$ cat src/sv/upspde_pkg.sv
// ----------------------------------------------------------------------------
// upspde_pkg
// Shared constants and types for the UPS patch XOR-delta body encoder.
// ----------------------------------------------------------------------------
package upspde_pkg;

  // Default width of the position and gap counters
  localparam int SIZE_BITS_DEF = 32;

  // Register port
  localparam int PADDR_W = 3;
  localparam int DATA_W  = 32;

  typedef logic [PADDR_W-1:0] paddr_t;
  typedef logic [DATA_W-1:0]  data_t;

  // Register index, taken from paddr[2]
  localparam logic [0:0] REG_BASE_LENGTH = 1'b0;

  // Emitter phase codes
  typedef logic [1:0] phase_t;
  localparam phase_t PH_GAP  = 2'd0;  // gap varint bytes
  localparam phase_t PH_DIFF = 2'd1;  // XOR byte
  localparam phase_t PH_TERM = 2'd2;  // run terminator

  localparam logic [7:0] BYTE_TERM = 8'h00;

endpackage

$ cat src/sv/ups_patch_diff_encoder_unit.sv
// ----------------------------------------------------------------------------
// ups_patch_diff_encoder_unit
// UPS patch body encoder: XOR-delta runs separated by varint-coded gaps.
// ----------------------------------------------------------------------------
//
//  channel  | direction | handshake           | payload
//  ---------+-----------+---------------------+---------------------------------
//  in       | sink      | in_valid / in_stall | in_patched_byte, in_base_byte,
//           |           |                     | in_final_byte
//  out      | source    | out_valid/out_stall | out_patch_byte, out_last_of_item
//  register | slave     | psel/penable/pready | paddr, pwdata, prdata
//
//  An input transfer updates the file state and, if the item has output, posts
//  its job (varint gap, XOR byte, terminator) in the pending register;
//  out_valid rises once the job moves on into the active emitter register.
//  One byte per cycle while out_stall is low; an item has at most 7 bytes at SIZE_BITS 32.
//  rst_n is synchronous: clears counters, run flag, queues and base_length.
//  out_stall holds the emitter; a full pending register then raises in_stall,
//  also for items with no output, until the current item's last byte goes.
//
module ups_patch_diff_encoder_unit #(
  parameter int SIZE_BITS = upspde_pkg::SIZE_BITS_DEF
) (
  input  logic                clk,
  input  logic                rst_n,
  // register port
  input  logic                psel,
  input  logic                penable,
  input  logic                pwrite,
  input  upspde_pkg::paddr_t  paddr,
  input  upspde_pkg::data_t   pwdata,
  output upspde_pkg::data_t   prdata,
  output logic                pready,
  // input channel
  input  logic                in_valid,
  output logic                in_stall,
  input  logic [7:0]          in_patched_byte,
  input  logic [7:0]          in_base_byte,
  input  logic                in_final_byte,
  // result channel
  output logic                out_valid,
  input  logic                out_stall,
  output logic [7:0]          out_patch_byte,
  output logic                out_last_of_item
);

  // compare width for position against the 32-bit base length
  localparam int CMP_W = (SIZE_BITS > 32) ? SIZE_BITS : 32;

  localparam logic [SIZE_BITS-1:0] CNT_MAX = {SIZE_BITS{1'b1}};
  localparam logic [SIZE_BITS-1:0] CNT_ONE = SIZE_BITS'(1);

  // --------------------------------------------------------------------------
  // Register port
  // --------------------------------------------------------------------------
  logic [31:0] base_length_r;
  logic [0:0]  reg_idx;
  logic        cfg_wr;

  assign pready  = 1'b1;
  assign reg_idx = paddr[2];
  assign cfg_wr  = psel & penable & pwrite;
  assign prdata  = (reg_idx == upspde_pkg::REG_BASE_LENGTH) ? base_length_r : '0;

  always_ff @(posedge clk) begin
    if (!rst_n) begin
      base_length_r <= '0;
    end else if (cfg_wr && reg_idx == upspde_pkg::REG_BASE_LENGTH) begin
      base_length_r <= pwdata;
    end
  end

  // --------------------------------------------------------------------------
  // File state and job decode
  // --------------------------------------------------------------------------
  logic [SIZE_BITS-1:0] pos_r, pos_nxt;
  logic [SIZE_BITS-1:0] gap_r, gap_nxt;
  logic                 in_run_r, in_run_nxt;

  logic                 in_fire;
  logic                 base_ok;
  logic [7:0]           diff;
  logic                 job_has;
  upspde_pkg::phase_t   job_ph;

  assign in_fire = in_valid & ~in_stall;
  assign base_ok = CMP_W'(pos_r) < CMP_W'(base_length_r);
  assign diff    = in_patched_byte ^ (base_ok ? in_base_byte : 8'h00);

  always_comb begin
    job_has    = 1'b0;
    job_ph     = upspde_pkg::PH_DIFF;
    gap_nxt    = gap_r;
    in_run_nxt = in_run_r;
    pos_nxt    = pos_r;

    if (!in_run_r) begin
      if (diff == 8'h00) begin
        if (gap_r != CNT_MAX) gap_nxt = gap_r + CNT_ONE;
      end else begin
        // run opens: gap varint, then XOR byte
        job_has    = 1'b1;
        job_ph     = upspde_pkg::PH_GAP;
        gap_nxt    = '0;
        in_run_nxt = 1'b1;
      end
    end else if (diff == 8'h00) begin
      // equal byte closes the run and is consumed
      job_has    = 1'b1;
      job_ph     = upspde_pkg::PH_TERM;
      gap_nxt    = '0;
      in_run_nxt = 1'b0;
    end else begin
      job_has = 1'b1;
    end

    // end of file: start over for the next file
    if (in_final_byte) begin
      pos_nxt    = '0;
      gap_nxt    = '0;
      in_run_nxt = 1'b0;
    end else if (pos_r != CNT_MAX) begin
      pos_nxt = pos_r + CNT_ONE;
    end
  end

  always_ff @(posedge clk) begin
    if (!rst_n) begin
      pos_r    <= '0;
      gap_r    <= '0;
      in_run_r <= 1'b0;
    end else if (in_fire) begin
      pos_r    <= pos_nxt;
      gap_r    <= gap_nxt;
      in_run_r <= in_run_nxt;
    end
  end

  // --------------------------------------------------------------------------
  // Pending job register
  // --------------------------------------------------------------------------
  logic                 pend_vld_r, pend_vld_nxt;
  upspde_pkg::phase_t   pend_ph_r;
  logic [SIZE_BITS-1:0] pend_gap_r;
  logic [7:0]           pend_diff_r;
  logic                 pend_term_r;
  logic                 pend_load;

  // emitter handshake terms
  logic                 act_vld_r, act_vld_nxt;
  upspde_pkg::phase_t   act_ph_r, act_ph_nxt;
  logic [SIZE_BITS-1:0] act_gap_r, act_gap_nxt;
  logic [7:0]           act_diff_r, act_diff_nxt;
  logic                 act_term_r, act_term_nxt;
  logic                 act_last;
  logic                 out_fire;
  logic                 load_act;

  assign out_fire  = act_vld_r & ~out_stall;
  assign load_act  = pend_vld_r & (~act_vld_r | (out_fire & act_last));
  assign in_stall  = pend_vld_r & ~load_act;
  assign pend_load = in_fire & job_has;

  always_comb begin
    pend_vld_nxt = pend_vld_r;
    if (pend_load)     pend_vld_nxt = 1'b1;
    else if (load_act) pend_vld_nxt = 1'b0;
  end

  always_ff @(posedge clk) begin
    if (!rst_n) begin
      pend_vld_r <= 1'b0;
    end else begin
      pend_vld_r <= pend_vld_nxt;
    end
  end

  always_ff @(posedge clk) begin
    if (pend_load) begin
      pend_ph_r   <= job_ph;
      pend_gap_r  <= gap_r;
      pend_diff_r <= diff;
      pend_term_r <= in_final_byte;
    end
  end

  // --------------------------------------------------------------------------
  // Emitter: while out_stall is low, one patch byte per cycle
  // --------------------------------------------------------------------------
  logic [SIZE_BITS-1:0] gap_rem;
  logic                 rem_zero;

  assign gap_rem  = act_gap_r >> 7;
  assign rem_zero = (gap_rem == '0);

  always_comb begin
    case (act_ph_r)
      upspde_pkg::PH_GAP: begin
        out_patch_byte = {rem_zero, act_gap_r[6:0]};
        act_last       = 1'b0;
      end
      upspde_pkg::PH_DIFF: begin
        out_patch_byte = act_diff_r;
        act_last       = ~act_term_r;
      end
      upspde_pkg::PH_TERM: begin
        out_patch_byte = upspde_pkg::BYTE_TERM;
        act_last       = 1'b1;
      end
      default: begin
        out_patch_byte = upspde_pkg::BYTE_TERM;
        act_last       = 1'b1;
      end
    endcase
  end

  assign out_valid        = act_vld_r;
  assign out_last_of_item = act_last;

  always_comb begin
    act_vld_nxt  = act_vld_r;
    act_ph_nxt   = act_ph_r;
    act_gap_nxt  = act_gap_r;
    act_diff_nxt = act_diff_r;
    act_term_nxt = act_term_r;

    if (load_act) begin
      act_vld_nxt  = 1'b1;
      act_ph_nxt   = pend_ph_r;
      act_gap_nxt  = pend_gap_r;
      act_diff_nxt = pend_diff_r;
      act_term_nxt = pend_term_r;
    end else if (out_fire) begin
      if (act_last) act_vld_nxt = 1'b0;
      case (act_ph_r)
        upspde_pkg::PH_GAP: begin
          // varint: minus-one continuation between 7-bit groups
          if (rem_zero) act_ph_nxt = upspde_pkg::PH_DIFF;
          else          act_gap_nxt = gap_rem - CNT_ONE;
        end
        upspde_pkg::PH_DIFF: begin
          if (act_term_r) act_ph_nxt = upspde_pkg::PH_TERM;
        end
        default: begin
        end
      endcase
    end
  end

  always_ff @(posedge clk) begin
    if (!rst_n) begin
      act_vld_r <= 1'b0;
      act_ph_r  <= upspde_pkg::PH_TERM;
    end else begin
      act_vld_r <= act_vld_nxt;
      act_ph_r  <= act_ph_nxt;
    end
  end

  always_ff @(posedge clk) begin
    act_gap_r  <= act_gap_nxt;
    act_diff_r <= act_diff_nxt;
    act_term_r <= act_term_nxt;
  end

endmodule

$ cat config.mk
export PLATFORM = sky130hd
export DESIGN_NAME = ups_patch_diff_encoder_unit
export DESIGN_NICKNAME = d
export VERILOG_FILES = /design/src/sv/upspde_pkg.sv /design/src/sv/ups_patch_diff_encoder_unit.sv
export SDC_FILE = /design/constraint.sdc
export NUM_CORES = 1
export LEC_CHECK = 0
export BUFFER_PORTS_ARGS = -buffer_cell sky130_fd_sc_hd__buf_2
export CAP_MARGIN = 30
export CORE_ASPECT_RATIO = 1.2
export CORE_UTILIZATION = 60
export CTS_BUF_LIST = sky130_fd_sc_hd__clkbuf_4 sky130_fd_sc_hd__clkbuf_8
export CTS_CLUSTER_SIZE = 25
export DETAILED_ROUTE_END_ITERATION = 10
export PLACE_DENSITY = 0.92
export SLEW_MARGIN = 5
export SYNTH_ARGS = -nofsm -noshare
export SYNTH_HDL_FRONTEND = slang
export SYNTH_SLANG_ARGS = --single-unit
$ cat constraint.sdc
create_clock -name clk -period 7.6 [get_ports clk]
set_input_delay 1.52 -clock clk [delete_from_list [all_inputs] [get_ports clk]]
set_output_delay 1.52 -clock clk [all_outputs]
set_load 0.02 [all_outputs]
==> results.json, run 1 <==
{
  "vias_per_cell": 6.02,
  "antennaDiodeCount": 0,
  "synth_area_um2": 9430,
  "placed_cell_area_um2": 10100,
  "drt_iter0_drc": 709,
  "dieArea_um2": 16200,
  "fillCellCount": 1052,
  "setup_tns_ns": 0,
  "start_util": 0.622,
  "cp.arrival_ns": 3.15,
  "cts_made_buffers": 17,
  "crit_path_max_fanout": 6,
  "crit_slowest_cell": "nor4_1",
  "ir_worst_vdd_mv": 0.119,
  "finalCritPeriodShare": 0.614,
  "period_needed_ns": 4.67,
  "ys_seq_elements": 185,
  "start_kind": "register",
  "finalInstanceArea_um2": 10500,
  "dpl_worst_slack_ns": 3.41,
  "vias": 7769,
  "crit_cells": 10,
  "ys.flop_type": "dfxtp_1",
  "area_growth_pct": 11.7,
  "crit_buf_inv": 2,
  "hold_buffers": 0,
  "crit_required_ns": 6.08,
  "grt.total_usage": 0.271,
  "ys_types": 66,
  "wl_per_cell_um": 16.6,
  "numPortBuffers": 99,
  "drive_above_1_share": 0.175,
  "num_io_pins": 103,
  "first_global_vias": 7467,
  "synthCells": 990,
  "max_slew_margin": 0.426,
  "ys_warn_count": 0,
  "hold_class": "reg2reg",
  "grt_first_pass_wirelength_mm": 34.7,
  "outcome": "finished, final reports clean",
  "rsz0062_at_grt": "false",
  "r2r_cells": 12,
  "skew_ns": 0.0185,
  "multi_input_area_um2": 4500,
  "worst_slew_pin_slew_ns": 0.859,
  "cts_setup_buffers": 0,
  "antenna_found_initial": 0,
  "synthTopCellsByArea": "edfxtp_1 (27%), dfxtp_1 (21%), nand2_1 (6.0%)",
  "hold_viol": 0,
  "clock_sinks": 185,
  "max_freq_ghz": 0.214,
  "h-tree-depth": 4,
  "die_h_um": 139,
  "ys_seq_area_frac": 0.482,
  "clock_latency_ns": 0.48,
  "place.gp.congestion": 0.834,
  "seq_area_um2": 4540,
  "max_cap_viol_count": 0,
  "worst_path_most_repeated_cell": "nor2_1",
  "coreArea_um2": 15100,
  "critPathCaptureType": "primary output",
  "clkTransAtPathRegs_ns": 0.10,
  "grt-ovfl-total": 0,
  "grt_max_degree": 61,
  "drv_slew": 0,
  "crit_type": "reg2out",
  "cp_cell_sequence": "inv_1, ha_1, nor3b_1, nand3b_1, nor4_1, nand4_1, nor2_1, a21oi_1, nor2_1, buf_2",
  "num_rows": 49,
  "synth_top_cell_by_area": "edfxtp_1",
  "syn_nets": 1084,
  "power_density_nw_per_um2": 184,
  "dp_hpwl_mm": 15.2,
  "ant_nets": 0,
  "fin_ws_ns": 2.93,
  "ctsResizeCount": 0,
  "drtPass1Iterations": 5,
  "route.detailed.drc": 0,
  "die_x_um": 116,
  "cts_tree": "done",
  "synth.top_cell.area_share": 0.268,
  "routed_wl_mm": 21.4,
  "setup_viol": 0,
  "syn_area_per_cell_um2": 9.52,
  "p_leak_nw": 3.89,
  "postLayoutCoreUtil": 0.695,
  "cts-root-buf": "clkbuf_8",
  "hold_depth": 0,
  "async_flop_share": 0,
  "layout.nets": 1168,
  "cts_buffer_depth": 2,
  "synth-edff-count": 84,
  "critPathMaxStageDelay_ns": 0.51,
  "cpLargestDelayFamily": "simple AND/OR/NAND/NOR gates"
}
placed cells by master, fill, tap and decap left out, types with 4 or more instances in the layout:
master and count:
a31oi_1 33, buf_4 8, or4_1 5, or3_1 7
nor4_1 9, a21o_1 8, o31ai_1 4, buf_2 99
nand2b_1 18, nand3_1 22, nor3_1 19, clkbuf_8 17
o21ai_0 31, o21ai_1 6, ha_1 35, o31a_1 5
inv_6 5, dfxtp_1 101, nand4_1 21, a311oi_2 25
xnor2_1 32, nor2_1 112, xor2_1 26, mux2i_1 9
edfxtp_1 84, nand2_1 150, inv_1 48, and3_1 16
a21oi_1 57, and4_1 6
final timing paths:
path	from	slack (ns)	end
worst max register to register	base_length_r[27]	3.55	pend_gap_r[10]
worst max-delay path	act_gap_r[7]	2.93	out_patch_byte[7]
worst min register to register	pend_diff_r[6]	0.41	act_diff_r[6]
worst min-delay path	pend_diff_r[6]	0.41	act_diff_r[6]
sequential cells by signal, summed over array words and instances, names as in the netlist:
| name | cells |
|---|---|
| act_diff_r | 8 |
| act_gap_r | 32 |
| act_ph_r | 2 |
| act_term_r | 1 |
| base_length_r | 32 |
| gap_r | 32 |
| in_run_r | 1 |
| out_valid | 1 |
| pend_diff_r | 8 |
| pend_gap_r | 32 |
| pend_ph_r | 2 |
| pend_term_r | 1 |
| pend_vld_r | 1 |
| pos_r | 32 |
cells in the mapped netlist (26+ instances only):
library cell,instances
nor2_1,113
o21ai_0,31
xor2_1,26
ha_1,35
nand2_1,150
a21oi_1,57
dfxtp_1,101
clkbuf_1,31
edfxtp_1,84
xnor2_1,32
inv_1,49
a31oi_1,33
metal layers:
| layer | GRT usage | up-vias | share of wire |
|---|---|---|---|
| met4 | 0.106 | 0 | 0.029 |
| met1 | 0.327 | 3671 | 0.40 |
| li1 | - | 3712 | - |
| met2 | 0.471 | 317 | 0.51 |
| met5 | 0 | - | 0 |
| met3 | 0.0523 | 69 | 0.055 |
kinds of logic after synthesis:
family	share of synthesized area
adder cells (fa/ha/maj)	0.0465
XOR/XNOR	0.0539
AND/OR/NAND/NOR	0.213
buffers and inverters	0.0438
multiplexers	0.00956
flip-flops	0.482
AO/OA/AOI/OAI	0.151
other	0.000398
stage by stage:
stage               total power (W)  std cells  hold WS (ns)
floorplan                   0.00124        990         0.400
global placement            0.00127       1255         0.402
detailed placement          0.00129       1258         0.406
CTS                         0.00194       1290         0.412
global route                0.00200       1291         0.409
finish                      0.00194       1291         0.412
worst register-to-register path, cell delays in order, from the launching register on:
cell and delay (ns):
dfxtp_1 0.36, inv_1 0.08, ha_1 0.32, nand4_1 0.18, nor4_2 0.38, nand4_1 0.17
a21oi_2 0.43, nor3_1 0.18, o22ai_2 0.47, nor2_1 0.12, ha_1 0.23, nor2_4 0.56
buf_16 0.25
where the power goes:
part	internal, W	total [W]	switching, W	leakage [nW]
Sequential	0.00107	0.00109	0.0000199	1.66
Combinational	0.0000616	0.000172	0.000111	2.03
Clock	0.000300	0.000673	0.000373	0.207
area by class of cell:
| class | instances | area share |
|---|---|---|
| clock buffer | 17 | 0.0222 |
| clock inverter | 15 | 0.0154 |
| inverter | 49 | 0.0175 |
| multi-input combinational | 710 | 0.427 |
| sequential | 185 | 0.432 |
| tap | 204 | 0.0242 |
| timing repair buffer | 111 | 0.0620 |
Note: power is estimated with default switching activity, not from simulation.
==> run 2, diff against run 1 <==
Clock period 7.6 ns to 4.7 ns, I/O delays scaled along.
==> results.json, run 2 (synthesized netlist as in run 1, its figures left out) <==
{
  "outcome": "finished, final reports clean",
  "wl_per_cell_um": 15.9,
  "crit_slowest_cell": "nor4_1",
  "cts_setup_buffers": 0,
  "h-tree-depth": 4,
  "area_growth_pct": 11.5,
  "combinationalPowerShare": 0.088,
  "max_freq_ghz": 0.250,
  "internal_power_w": 0.00233,
  "antennaDiodeCount": 0,
  "fillCellCount": 1043,
  "cts_made_buffers": 17,
  "start_util": 0.622,
  "cp_cell_sequence": "inv_1, ha_1, nor3b_1, nand3b_1, nor4_1, nand4_1, nor2_1, a21oi_1, nor2_1, buf_2",
  "setup_tns_ns": 0,
  "grt_max_degree": 60,
  "dp_hpwl_mm": 14.5,
  "vias": 7581,
  "routed_wl_mm": 20.6,
  "coreArea_um2": 15100,
  "finalCritPeriodShare": 0.852,
  "layout.cells.most_common": "nand2_1",
  "grt-ovfl-total": 0,
  "grt_first_pass_wirelength_mm": 33.8,
  "cts_buffer_depth": 2,
  "max_cap_viol_count": 0,
  "clock_sinks": 185,
  "power_density_nw_per_um2": 296,
  "period_needed_ns": 4.00,
  "clkTransAtPathRegs_ns": 0.09,
  "ctsResizeCount": 0,
  "worst_path_most_repeated_cell": "nor2_1",
  "vias_per_cell": 5.86,
  "r2r_cells": 12,
  "num_io_pins": 103,
  "setup_viol": 0,
  "reg2reg_to": "pend_gap_r[10]",
  "finalInstanceArea_um2": 10500,
  "final_cell_mix": "nand2_1 (150), nor2_1 (112), dfxtp_1 (101), buf_2 (99), edfxtp_1 (84)",
  "drive_above_1_share": 0.175,
  "power.share.clock": 0.344,
  "p_switching_w": 0.000790,
  "regToRegStartpoint": "base_length_r[30]",
  "worst_slew_pin_slew_ns": 0.907,
  "p_sw_frac": 0.254,
  "die_x_um": 116,
  "num_rows": 49,
  "crit_type": "reg2out",
  "seq_area_um2": 4540,
  "numPortBuffers": 99,
  "route.detailed.drc": 0,
  "hold_viol": 0,
  "ant_nets": 0,
  "critPathMaxStageDelay_ns": 0.51,
  "r2r_setup_slack_ns": 1.08,
  "worstSetupEndpoint": "out_patch_byte[7]",
  "max_slew_margin": 0.389,
  "rsz0062_at_grt": "false",
  "p_leak_nw": 3.88,
  "drv_slew": 0,
  "die_h_um": 139,
  "start_kind": "register",
  "p_seq_frac": 0.568,
  "clock_latency_ns": 0.47,
  "layout.nets": 1170,
  "first_global_vias": 7198,
  "placed_cell_area_um2": 10100,
  "cts-root-buf": "clkbuf_8",
  "startpoint": "act_gap_r[7]",
  "hold_class": "reg2reg",
  "cts_tree": "done",
  "ir_worst_vdd_mv": 0.196,
  "antenna_found_initial": 0,
  "skew_ns": 0.0125,
  "multi_input_area_um2": 4500,
  "drt_iter0_drc": 727,
  "cp.arrival_ns": 3.06,
  "crit_path_max_fanout": 6,
  "crit_required_ns": 3.76,
  "critPathCaptureType": "primary output",
  "place.gp.congestion": 0.814,
  "grt.total_usage": 0.264,
  "hold_buffers": 0,
  "drtPass1Iterations": 5,
  "dieArea_um2": 16200
}
==> run 2: changes by cell type in the layout (fill, tap and decap cells not counted) <==
cell / before / now
buf_12: 0 / 1
buf_16: 3 / 1
buf_4: 8 / 11
clkbuf_4: 0 / 2
clkinv_1: 1 / 2
clkinv_2: 3 / 0
clkinv_4: 2 / 3
clkinvlp_4: 0 / 2
inv_4: 0 / 1
inv_6: 5 / 2
inv_8: 2 / 1
==> run 2: worst min path at each step <==
| stage | cells past startpoint | end | startpoint |
|---|---|---|---|
| 2_1_floorplan | 0 | act_diff_r[0] | pend_diff_r[0] |
| 3_3_place_gp | 0 | act_diff_r[0] | pend_diff_r[0] |
| 3_5_place_dp | 0 | act_diff_r[0] | pend_diff_r[0] |
| 4_1_cts | 0 | act_term_r | pend_term_r |
| 5_1_grt | 0 | act_term_r | pend_term_r |
| 6_report | 0 | act_term_r | pend_term_r |
==> run 2: per-layer routing <==
layer,track usage,share of wire,vias up
li1,-,-,3709
met5,0,0,-
met3,0.0536,0.054,56
met1,0.325,0.41,3544
met2,0.438,0.50,272
met4,0.124,0.031,0
==> run 2: worst max-delay path: cells and delay by family, from the launching register on <==
| kind | cells | cell delay [ns] |
|---|---|---|
| buf+inv | 2 | 0.26 |
| flops | 1 | 0.47 |
| simple gates | 6 | 1.63 |
| fa+ha+maj | 1 | 0.17 |
| compound gates | 1 | 0.05 |
==> run 2: metrics by stage <==
step | std cells | utilization | worst slack (ns) | total power, W | hold slack (ns)
after floorplan | 990 | - | 0.0676 | 0.00200 | 0.400
after global placement | 1258 | 0.664 | 1.20 | 0.00206 | 0.401
after detailed placement | 1260 | 0.667 | 1.10 | 0.00208 | 0.405
after CTS | 1292 | 0.693 | 0.693 | 0.00311 | 0.426
after global routing | 1293 | 0.694 | 0.425 | 0.00321 | 0.433
final | 1293 | 0.694 | 0.697 | 0.00312 | 0.426
==> run 2: final cells by class <==
cell class	instances	area share
inverters	49	0.0175
repair buffers	113	0.0609
clock inverters	13	0.0137
well taps	204	0.0243
multi-input cells	710	0.428
flip-flops and latches	185	0.432
clock buffers	19	0.0237
==> run 2: power by group through the flow <==
| stage | registers [W] | clock network, W | logic [W] |
|---|---|---|---|
| 2_1_floorplan | 0.00181 | 0 | 0.000193 |
| 3_3_place_gp | 0.00180 | 0 | 0.000258 |
| 3_5_place_dp | 0.00181 | 0 | 0.000269 |
| 4_1_cts | 0.00177 | 0.00107 | 0.000271 |
| 5_1_grt | 0.00178 | 0.00113 | 0.000303 |
| 6_report | 0.00177 | 0.00107 | 0.000276 |
==> run 3, diff against run 2 <==
Settings changed: CORE_UTILIZATION 60 to 55, PLACE_DENSITY 0.92 to 0.89.
Clock period 4.7 ns to 3.32 ns, I/O delays scaled along.
==> results.json, run 3 (synthesized netlist as in run 1, its figures left out) <==
{
  "routed_wl_mm": 24.3,
  "layout.cells.most_common": "nand2_1",
  "rsz0062_at_grt": "true",
  "period_needed_ns": 3.46,
  "cp_cell_sequence": "inv_2, ha_4, nand4_1, nor4_2, nand4_1, a21oi_4, buf_6, o31a_1, o22ai_4, nor4_4, nor3_4, buf_6, buf_12, a311oi_2",
  "cp.arrival_ns": 3.84,
  "critPathCaptureType": "register",
  "cts_buffer_depth": 2,
  "violations": "negative setup slack",
  "critPathMaxStageDelay_ns": 0.43,
  "vias_per_cell": 6.07,
  "dp_hpwl_mm": 15.0,
  "antenna_found_initial": 0,
  "regToRegStartpoint": "base_length_r[27]",
  "coreArea_um2": 16800,
  "ant_nets": 0,
  "num_io_pins": 103,
  "layout.nets": 1201,
  "r2r_cells": 14,
  "power_density_nw_per_um2": 435,
  "max_freq_ghz": 0.289,
  "fin_ws_ns": -0.136,
  "crit_slowest_cell": "nor4_4",
  "final_cell_mix": "nand2_1 (150), nor2_1 (111), buf_2 (99), dfxtp_1 (91), edfxtp_1 (84)",
  "die_h_um": 145,
  "hold_start": "pwdata[25]",
  "clkTransAtPathRegs_ns": 0.10,
  "numPortBuffers": 99,
  "reg2reg_to": "gap_r[21]",
  "first_global_vias": 7523,
  "hold_end": "base_length_r[25]",
  "fillCellCount": 1166,
  "h-tree-depth": 4,
  "grt-ovfl-total": 0,
  "antennaDiodeCount": 0,
  "place.gp.congestion": 0.846,
  "cts-root-buf": "clkbuf_8",
  "wl_per_cell_um": 18.2,
  "multi_input_area_um2": 4680,
  "finalInstanceArea_um2": 11200,
  "max_cap_viol_count": 0,
  "clock_sinks": 185,
  "cts_made_buffers": 17,
  "crit_required_ns": 3.70,
  "ir_worst_vdd_mv": 0.218,
  "finalCritPeriodShare": 1.04,
  "grt.total_usage": 0.256,
  "skew_ns": 0.0155,
  "worst_slew_pin_slew_ns": 0.889,
  "crit_path_max_fanout": 8,
  "hold_depth": 3,
  "timing.hold.ws_ns": 0.405,
  "num_rows": 52,
  "max_slew_margin": 0.407,
  "hold_viol": 0,
  "setup_viol": 64,
  "clock_latency_ns": 0.48,
  "dpl.cell_count": 1282,
  "start_kind": "register",
  "outcome": "complete, but fails checks",
  "start_util": 0.562,
  "area_growth_pct": 18.3,
  "seq_area_um2": 4560,
  "drive_above_1_share": 0.231,
  "route.detailed.drc": 0,
  "vias": 8113,
  "final-instance-count-excl-fill": 1336,
  "die_x_um": 122,
  "grt_first_pass_wirelength_mm": 35.7,
  "p_leak_nw": 4.12,
  "dieArea_um2": 17700,
  "drt_iter0_drc": 842,
  "r2r_setup_slack_ns": -0.14,
  "drtPass1Iterations": 7,
  "cts_tree": "done",
  "grt_max_degree": 60,
  "crit_type": "reg2reg",
  "drv_slew": 0,
  "hold_class": "in2reg",
  "placed_cell_area_um2": 10300
}
## run 3: cell types whose count changed in the layout (fill, tap and decap cells not counted), sizes merged
cell,previous run,this run
buf,113,141
clkinvlp,2,1
inv,53,54
bufinv,2,6
clkinv,5,0
clkbuf,19,23
## run 3: area by class of cell
cell class,instances,area share
clock inverter,12,0.0210
clock buffer,20,0.0230
multi-input combinational,710,0.419
timing repair buffer,144,0.0877
sequential,185,0.408
inverter,49,0.0165
tap,216,0.0242
## run 3: worst max-delay path by stage
stage                                  from                end  depth (start not counted)
final                     base_length_r[27]          gap_r[21]                         14
after global routing      base_length_r[27]          gap_r[21]                         14
after CTS                     act_gap_r[14]  out_patch_byte[7]                          8
after detailed placement  base_length_r[23]          gap_r[17]                         12
after global placement    base_length_r[23]          gap_r[18]                         12
after floorplan           base_length_r[17]     pend_diff_r[0]                         11
## run 3: per-layer routing
layer | track usage | routed length [um] | up-vias
li1 | - | - | 3775
met1 | 0.303 | 9270 | 3880
met2 | 0.445 | 12700 | 377
met3 | 0.0439 | 1420 | 81
met4 | 0.125 | 916 | 0
met5 | 0 | 0 | -
## run 3: through the flow
step | TNS, ns | util | power [W] | worst slack (ns)
final | -5.48 | 0.665 | 0.00485 | -0.136
after global routing | -11.11 | 0.665 | 0.00499 | -0.227
after CTS | 0 | 0.643 | 0.00476 | 0.00578
after detailed placement | 0 | 0.611 | 0.00296 | 0.0329
after global placement | 0 | 0.609 | 0.00294 | 0.155
after floorplan | 0 | - | 0.00284 | 0.0177
## run 3: critical path: cells and delay by family, from the launching register on
| kind | cells | cell delay [ns] |
|---|---|---|
| fa+ha+maj | 1 | 0.27 |
| flops | 1 | 0.37 |
| simple gates | 5 | 1.34 |
| compound gates | 4 | 0.85 |
| buf+inv | 4 | 0.50 |
## run 3: report_power, final
part	internal (W)	switching [W]	leakage, nW	total (W)
Sequential	0.00246	0.0000491	1.66	0.00251
Combinational	0.000190	0.000301	2.21	0.000491
Clock	0.00101	0.000836	0.245	0.00185
## run 3: repair_timing
| action | in CTS | in global routing |
|---|---|---|
| hold buffers | 0 | 0 |
| endpoints found under the setup margin | 61 | 77 |
| cloned | 0 | 5 |
| buffers inserted | 2 | 15 |
| resized for setup | 6 | 45 |
| pin swaps | 3 | 9 |
